`src/hdl/pixel_blend_unit_core_assert.svh`:
```
// Assertion macros shared by the blend unit; clocked on clk_i, off during reset.
`ifndef PIXEL_BLEND_UNIT_CORE_ASSERT_SVH
`define PIXEL_BLEND_UNIT_CORE_ASSERT_SVH

`ifndef NO_ASSERTIONS
`define PBU_ASSERT_IMPLY(lbl, ante, cons) \
  lbl: assert property (@(posedge clk_i) disable iff (!rst_ni) (ante) |-> (cons)) \
    else $error("pbu assertion failed");
`define PBU_ASSERT_NEXT(lbl, ante, cons) \
  lbl: assert property (@(posedge clk_i) disable iff (!rst_ni) (ante) |=> (cons)) \
    else $error("pbu assertion failed");
`else
`define PBU_ASSERT_IMPLY(lbl, ante, cons)
`define PBU_ASSERT_NEXT(lbl, ante, cons)
`endif

`endif

```
`src/hdl/pbu_pkg.sv`:
```
`timescale 1ns / 1ps
package pbu_pkg;

  localparam int unsigned NumLanes = 3;

  typedef enum logic [2:0] {
    OP_MULTIPLY = 3'd0,
    OP_SCREEN   = 3'd1,
    OP_SUBTRACT = 3'd2,
    OP_ADD      = 3'd3,
    OP_OVERLAY  = 3'd4,
    OP_SCALE    = 3'd5
  } op_e;

  typedef enum logic [2:0] {
    CFG_ADD_RED    = 3'd0,
    CFG_ADD_GREEN  = 3'd1,
    CFG_ADD_BLUE   = 3'd2,
    CFG_GAIN_RED   = 3'd3,
    CFG_GAIN_GREEN = 3'd4,
    CFG_GAIN_BLUE  = 3'd5
  } cfg_idx_e;

  // How the second stage finishes a channel
  typedef enum logic [1:0] {
    KIND_DIV     = 2'd0,
    KIND_DIV_INV = 2'd1,
    KIND_SHIFT   = 2'd2,
    KIND_PASS    = 2'd3
  } kind_e;

  typedef struct packed {
    logic [2:0] operation;
    logic [7:0] top_red;
    logic [7:0] top_green;
    logic [7:0] top_blue;
    logic [7:0] bottom_red;
    logic [7:0] bottom_green;
    logic [7:0] bottom_blue;
  } pbu_in_t;

  typedef struct packed {
    logic [7:0] out_red;
    logic [7:0] out_green;
    logic [7:0] out_blue;
  } pbu_out_t;

endpackage

```
`src/hdl/pbu_lane.sv`:
```
`timescale 1ns / 1ps
module pbu_lane (
  input  logic        clk_i,
  input  logic        en_i,
  input  logic [2:0]  op_i,
  input  logic [7:0]  top_i,
  input  logic [7:0]  bottom_i,
  input  logic [7:0]  add_i,
  input  logic [15:0] gain_i,
  output logic [7:0]  res_o
);
  import pbu_pkg::*;

  logic [7:0]  mul_a;
  logic [15:0] mul_m;
  kind_e       kind_d, kind_q;
  logic [7:0]  pass_d, pass_q;
  logic [23:0] prod_d, prod_q;
  logic [8:0]  add_sum;

  logic [17:0] x;
  logic [18:0] est_sum;
  logic [10:0] q0;
  logic [18:0] q0_x255;
  logic [18:0] rem;
  logic [10:0] q;
  logic        q_big;

  // Stage 1: operand selection and the single 8x16 product
  always_comb begin
    mul_a   = top_i;
    mul_m   = {8'd0, bottom_i};
    kind_d  = KIND_PASS;
    pass_d  = 8'd0;
    add_sum = {1'b0, top_i} + {1'b0, add_i};
    case (op_i)
      OP_MULTIPLY: begin
        kind_d = KIND_DIV;
      end
      OP_SCREEN: begin
        mul_a  = ~top_i;
        mul_m  = {8'd0, ~bottom_i};
        kind_d = KIND_DIV_INV;
      end
      OP_SUBTRACT: begin
        pass_d = (bottom_i > top_i) ? (bottom_i - top_i) : 8'd0;
      end
      OP_ADD: begin
        pass_d = add_sum[8] ? 8'hFF : add_sum[7:0];
      end
      OP_OVERLAY: begin
        if (!bottom_i[7]) begin
          mul_m  = {7'd0, bottom_i, 1'b0};
          kind_d = KIND_DIV;
        end else begin
          mul_a  = ~top_i;
          mul_m  = {7'd0, ~bottom_i, 1'b0};
          kind_d = KIND_DIV_INV;
        end
      end
      OP_SCALE: begin
        mul_m  = gain_i;
        kind_d = KIND_SHIFT;
      end
      default: begin
        pass_d = 8'd0;
      end
    endcase
    prod_d = {16'd0, mul_a} * {8'd0, mul_m};
  end

  always_ff @(posedge clk_i) begin
    if (en_i) begin
      kind_q <= kind_d;
      pass_q <= pass_d;
      prod_q <= prod_d;
    end
  end

  // Stage 2: rounded divide by 255 (estimate then one correction), or shift or pass per kind
  always_comb begin
    x       = prod_q[17:0] + 18'd127;
    est_sum = {1'b0, x} + {9'd0, x[17:8]};
    q0      = est_sum[18:8];
    q0_x255 = {q0, 8'd0} - {8'd0, q0};
    rem     = {1'b0, x} - q0_x255;
    q       = (rem >= 19'd255) ? (q0 + 11'd1) : q0;
    q_big   = |q[10:8];
    case (kind_q)
      KIND_DIV:     res_o = q_big ? 8'hFF : q[7:0];
      KIND_DIV_INV: res_o = q_big ? 8'h00 : (8'hFF - q[7:0]);
      KIND_SHIFT:   res_o = (|prod_q[23:16]) ? 8'hFF : prod_q[15:8];
      default:      res_o = pass_q;
    endcase
  end

endmodule

```
`src/hdl/pbu_merge.sv`:
```
`timescale 1ns / 1ps
module pbu_merge (
  input  logic            clk_i,
  input  logic            rst_ni,
  input  logic            s1_valid_i,
  input  logic [7:0]      red_i,
  input  logic [7:0]      green_i,
  input  logic [7:0]      blue_i,
  output logic            adv_o,
  output logic            out_valid_o,
  input  logic            out_ready_i,
  output pbu_pkg::pbu_out_t out_data_o
);
  import pbu_pkg::*;

  logic     valid_d, valid_q;
  pbu_out_t data_q;

  // Slot frees when empty or when its transfer completes this cycle
  assign adv_o   = !valid_q || out_ready_i;
  assign valid_d = adv_o ? s1_valid_i : valid_q;

  always_ff @(posedge clk_i or negedge rst_ni) begin
    if (!rst_ni) begin
      valid_q <= 1'b0;
    end else begin
      valid_q <= valid_d;
    end
  end

  always_ff @(posedge clk_i) begin
    if (adv_o && s1_valid_i) begin
      data_q <= '{out_red: red_i, out_green: green_i, out_blue: blue_i};
    end
  end

  assign out_valid_o = valid_q;
  assign out_data_o  = data_q;

endmodule

```
`src/hdl/pixel_blend_unit_core.sv`:
```
`timescale 1ns / 1ps
// Three channel lanes each hold one 8x16 multiplier; an accepted input is registered in
// the product stage, then the output register. One pixel pair per cycle unless stalled.
// The input side keeps accepting while a result waits, as long as stage 1 is empty.
// Reset: asynchronous, active low; clears valid flags, offsets to 0 and gains to 1.0.
`include "pixel_blend_unit_core_assert.svh"
module pixel_blend_unit_core (
  input  logic             clk_i,
  input  logic             rst_ni,
  input  logic             in_valid_i,
  output logic             in_ready_o,
  input  pbu_pkg::pbu_in_t in_data_i,
  output logic             out_valid_o,
  input  logic             out_ready_i,
  output pbu_pkg::pbu_out_t out_data_o,
  input  logic             cfg_valid_i,
  output logic             cfg_ready_o,
  input  logic [2:0]       cfg_index_i,
  input  logic [15:0]      cfg_data_i
);
  import pbu_pkg::*;

  logic [NumLanes-1:0][7:0]  add_q;
  logic [NumLanes-1:0][15:0] gain_q;
  logic [NumLanes-1:0][7:0]  top_v;
  logic [NumLanes-1:0][7:0]  bot_v;
  logic [NumLanes-1:0][7:0]  res_v;
  logic                      s1_valid_d, s1_valid_q;
  logic                      s1_en;
  logic                      adv;

  assign cfg_ready_o = 1'b1;

  always_ff @(posedge clk_i or negedge rst_ni) begin
    if (!rst_ni) begin
      add_q  <= '0;
      gain_q <= {NumLanes{16'd256}};
    end else if (cfg_valid_i) begin
      unique case (cfg_index_i)
        CFG_ADD_RED:    add_q[0]  <= cfg_data_i[7:0];
        CFG_ADD_GREEN:  add_q[1]  <= cfg_data_i[7:0];
        CFG_ADD_BLUE:   add_q[2]  <= cfg_data_i[7:0];
        CFG_GAIN_RED:   gain_q[0] <= cfg_data_i;
        CFG_GAIN_GREEN: gain_q[1] <= cfg_data_i;
        CFG_GAIN_BLUE:  gain_q[2] <= cfg_data_i;
        default: ;
      endcase
    end
  end

  assign top_v = {in_data_i.top_blue, in_data_i.top_green, in_data_i.top_red};
  assign bot_v = {in_data_i.bottom_blue, in_data_i.bottom_green, in_data_i.bottom_red};

  // Stage 1 loads when empty or when its item moves into the output register
  assign s1_en      = !s1_valid_q || adv;
  assign in_ready_o = s1_en;
  assign s1_valid_d = s1_en ? in_valid_i : s1_valid_q;

  always_ff @(posedge clk_i or negedge rst_ni) begin
    if (!rst_ni) begin
      s1_valid_q <= 1'b0;
    end else begin
      s1_valid_q <= s1_valid_d;
    end
  end

  for (genvar g = 0; g < NumLanes; g++) begin : g_lane
    pbu_lane u_lane (
      .clk_i    (clk_i),
      .en_i     (s1_en && in_valid_i),
      .op_i     (in_data_i.operation),
      .top_i    (top_v[g]),
      .bottom_i (bot_v[g]),
      .add_i    (add_q[g]),
      .gain_i   (gain_q[g]),
      .res_o    (res_v[g])
    );
  end

  pbu_merge u_merge (
    .clk_i       (clk_i),
    .rst_ni      (rst_ni),
    .s1_valid_i  (s1_valid_q),
    .red_i       (res_v[0]),
    .green_i     (res_v[1]),
    .blue_i      (res_v[2]),
    .adv_o       (adv),
    .out_valid_o (out_valid_o),
    .out_ready_i (out_ready_i),
    .out_data_o  (out_data_o)
  );

  `PBU_ASSERT_IMPLY(a_full_blocks_input, s1_valid_q && out_valid_o && !out_ready_i, !in_ready_o)
  `PBU_ASSERT_NEXT(a_accept_fills_s1, in_valid_i && in_ready_o, s1_valid_q)
  `PBU_ASSERT_NEXT(a_s1_drains_to_out, s1_valid_q && (!out_valid_o || out_ready_i), out_valid_o)

endmodule

```
`config.mk`:
```
export PLATFORM = sky130hd
export DESIGN_NAME = pixel_blend_unit_core
export DESIGN_NICKNAME = d
export VERILOG_FILES = /design/src/hdl/pbu_pkg.sv /design/src/hdl/pbu_lane.sv /design/src/hdl/pbu_merge.sv /design/src/hdl/pixel_blend_unit_core.sv
export VERILOG_INCLUDE_DIRS = /design/src /design/src/hdl
export SDC_FILE = /design/constraint.sdc
export NUM_CORES = 1
export LEC_CHECK = 0
export BUFFER_PORTS_ARGS = -buffer_cell sky130_fd_sc_hd__buf_4
export CORE_ASPECT_RATIO = 1.25
export CORE_MARGIN = 5
export CORE_UTILIZATION = 56
export CTS_CLUSTER_SIZE = 30
export DETAILED_ROUTE_END_ITERATION = 12
export PLACE_DENSITY = 0.79
export SLEW_MARGIN = 25
export SYNTH_ARGS = -nofsm -noshare
export SYNTH_HDL_FRONTEND = slang
export SYNTH_SLANG_ARGS = --single-unit
```
`constraint.sdc`:
```
create_clock -name clk_i -period 15.2 [get_ports clk_i]
set_input_delay 1.52 -clock clk_i [delete_from_list [all_inputs] [get_ports clk_i]]
set_output_delay 1.52 -clock clk_i [all_outputs]
set_load 0.01 [all_outputs]
```
==> key figures <==
Clock tree
  • Post-cts resize count: 0
  • CTS hold repair buffers: 0
  • Max Root-Sink Buffers: 2
  • CTS Buf Count: 17
  • TritonCTS clock tree: yes
  • H-Tree Depth: 4
  • Sink Count: 198
  • Reg clk slew, reported paths: 70 ps
  • Setup Fix Bufs, Post-CTS: 0
  • Clock Latency Late Sink: 480 ps
  • Clock root cell: clkbuf_16

Synthesis
  • Avg Inst Size Synth: 8.80 um2
  • Dominant cell type by area after synthesis: fa_1
  • Async S/R FF share, synth: 37.4%
  • Post-synth EDFFs: 124
  • Top_reg_cell synth: edfxtp_1
  • Seq cells post-synth: 198
  • Seq/Total Area, Yosys: 19.4%
  • Yosys warns: 0
  • Syn nets: 3,905
  • Top cell type's share of synthesized area: 18.4%
  • Synth top area cells: fa_1, ha_1, edfxtp_1
  • Gate Count Post-Synth: around 3.3k
  • Synthesized cell area: 28,700 um2
  • Synth cell types: 96

Timing
  • Fmax: 110 MHz
  • Worst Max-Slew Pin Slew: between 1000 and 1500 ps
  • Endpoints failing setup: 0
  • Min cycle time layout: 9120 ps
  • Setup TNS Final: 0 ps
  • Tcrit/Tclk final: roughly three fifths
  • Final slew viol count: 0
  • Setup Skew: around 21 ps
  • Slew headroom: roughly a third
  • Setup repair after global routing missed its margin: no
  • Hold Fails Final Rpt: 0

Place
  • Placed wire-length estimate: 61,900 um
  • GP Congestion: approximately 0.97
  • Port Buf Inserts: 100

Final layout
  • Layout Nets: 3,963
  • Register Area: 5580 um2
  • Fill cell count: 4,421
  • Area Growth Syn to Fin: 7.14%
  • Finished Core Util: between 60% and 70%
  • Commonest non-fill, non-tap cell in the layout: inv_1
  • Share of cells above drive strength 1: 8.03%
  • Most frequent cells in the layout: inv_1, nand2_1, nor2_1
  • Multi-input logic area: 21,100 um2

Setup path
  • CP Class: reg -> reg
  • Slowest stage cell, crit path: nor4_2
  • Buf+Inv Stages, Crit Path: 1
  • Reg2reg path depth: 29
  • Slowest stage delay, CP: 720 ps
  • R2r setup slk: around 6100 ps
  • WP data arrival: between 9000 and 10,000 ps
  • Crit Path Max Fanout: 14
  • Critical R2R Launch: g_lane[2].u_lane.prod_q[2]$_DFFE_PP_
  • Cell family with most CP delay: simple AND/OR/NAND/NOR gates
  • Critical Path RT: between 15,000 and 20,000 ps
  • Crit path launch type: register
  • Worst setup EP type: register
  • RR Endpoint: u_merge.out_data_o[0]$_DFFE_PP_

Die
  • Cell Rows: roughly 90
  • Die area: 56,000 um2
  • Core area: 50,600 um2
  • Starting Density: a little under three fifths
  • Chip height: 263 um
  • DIE WIDTH: 213 um
  • I/O pin cnt: about 100

Power and ir drop
  • Switching pwr: roughly 3.5 mW
  • Sw Ratio: 51.5%
  • Comb power frac: 79.4%
  • Sequential power share: roughly 14%
  • Static Leak: 14.3 nW
  • Maximum vdd drop: 0.211 mV
  • Power density over cell area: 219 nW/um2
  • Clock group share of total power: 6.8%
  • Internal power: 3.27 mW

Hold path
  • Hold path start: s1_valid_q$_DFFE_PN0N_
  • Hold Crit Class: reg -> reg
  • Hold-critical path depth: 1
  • Worst Hold Path EP: u_merge.out_valid_o$_DFFE_PN0P_

Global routing
  • Vias in the first global route: 23.7k
  • Pin count of the biggest net entering global routing: 75
  • GRT Util Overall: roughly 27%
  • Initial antenna violation count: 2
  • GRT overflow: 0
  • First-pass GRT wire length: 122,000 um

Drt
  • DRT iter0 DRCs: 1,804
  • Via count: 23.8k
  • WL final: 75,200 um
  • Drt first pass iters: 6
  • Residual DRC: 0
  • Routed Antenna Nets: 0
  • Avg WL per Cell: about 19 um
  • DR vias/cell: approximately 5.9

Flow run
  • Max Cap Viol: 0

Run status
  • Outcome: finished clean
## sequential cells by signal, indices dropped and copies added (netlist names)
signal                flops
u_merge.out_valid_o       1
g_lane.u_lane.pass_q     24
g_lane.u_lane.kind_q      4
add_q                    24
g_lane.u_lane.prod_q     72
s1_valid_q                1
gain_q                   48
u_merge.out_data_o       24
## stage by stage
stage / setup WS [ps] / hold WS (ps) / std cells / power (mW) / instance area [um2]
global route: 5350 / 520 / 3997 / 7.46 / 30800
CTS: 5940 / 508 / 3995 / 6.72 / 30700
global placement: 6150 / 472 / 3963 / 6.15 / 30100
detailed placement: 5960 / 483 / 3963 / 6.23 / 30200
floorplan: 7250 / 449 / 3266 / 5.04 / 28700
finish: 6080 / 498 / 3998 / 6.75 / 30800
## power by group through the flow
stage / Clock [mW] / Combinational [mW] / Sequential, mW
6_report: 0.456 / 5.36 / 0.932
5_1_grt: 0.481 / 6.03 / 0.946
2_1_floorplan: 0 / 4.17 / 0.877
3_5_place_dp: 0 / 5.29 / 0.940
3_3_place_gp: 0 / 5.21 / 0.937
4_1_cts: 0.464 / 5.33 / 0.928
## cells by family (layout without fill, tap and decap cells)
family / after synthesis / count (layout) / share of synthesized area (%)
other: 1 / 4 / 0.0131
AOI/OAI and AO/OA: 593 / 593 / 13.9
DFF: 198 / 198 / 19.4
xor gates and xnor gates: 252 / 252 / 7.71
adders and majority gates: 565 / 565 / 31.5
and+or+nand+nor: 1006 / 1006 / 16.5
buffers and inverters: 559 / 630 / 7.40
muxes: 92 / 92 / 3.59
## worst max path at each step
stage	startpoint	to	slack (ps)	depth (start not counted)
floorplan	g_lane[2].u_lane.prod_q[2]$_DFFE_PP_	u_merge.out_data_o[0]$_DFFE_PP_	7250	32
global placement	in_data_i[50]	g_lane[1].u_lane.prod_q[23]$_DFFE_PP_	6150	25
detailed placement	g_lane[2].u_lane.prod_q[2]$_DFFE_PP_	u_merge.out_data_o[4]$_DFFE_PP_	5960	29
CTS	g_lane[2].u_lane.prod_q[2]$_DFFE_PP_	u_merge.out_data_o[4]$_DFFE_PP_	5940	29
global route	g_lane[2].u_lane.prod_q[2]$_DFFE_PP_	u_merge.out_data_o[2]$_DFFE_PP_	5350	29
finish	g_lane[2].u_lane.prod_q[2]$_DFFE_PP_	u_merge.out_data_o[0]$_DFFE_PP_	6080	29
## routing by layer
layer	share of wire [%]	global-route usage, %	vias to the layer above
li1	-	-	11200
met1	41	35.5	11500
met2	48	45.4	918
met3	7.0	4.24	186
met4	3.6	9.48	0
met5	0	0	-
## worst register-to-register path: cells and delay by family (launching register included)
kind	cells	cell delay [ps]
compound gates	7	1950
mux	3	1320
simple gates	13	3200
buf+inv	1	140
xor+xnor	1	280
flops	1	500
fa+ha+maj	4	1460
## Yosys cell counts (10+ instances only)
library cell / count
xnor2_1: 186
nand2b_1: 39
o21ai_0: 104
xor2_1: 65
a21o_1: 65
buf_1: 10
fa_1: 264
clkbuf_1: 69
mux2i_1: 18
nand2_1: 317
a31oi_1: 28
o211ai_1: 30
nand4_1: 23
a22oi_1: 22
o22ai_1: 43
dfrtp_1: 71
o21a_1: 13
edfxtp_1: 124
a211oi_1: 27
or2_2: 10
o21ai_1: 13
nor2b_1: 38
and2_1: 48
nor2_1: 307
nor3b_1: 14
or3_1: 23
and3_1: 23
nor3_1: 51
ha_1: 300
or4_1: 11
inv_1: 473
o31ai_1: 10
a21oi_1: 116
nand3_1: 52
o211a_1: 10
mux2_2: 71
nor4_1: 11
## cell type report
cell class / count / share of cell area, %
Antenna cell: 3 / 0.0244
Tap cell: 658 / 2.68
Sequential cell: 198 / 18.1
Multi-Input combinational cell: 2509 / 68.5
Clock buffer: 20 / 1.52
Clock inverter: 12 / 0.358
Inverter: 474 / 5.78
Timing Repair Buffer: 124 / 3.04
(Power assumes the default switching activity.)
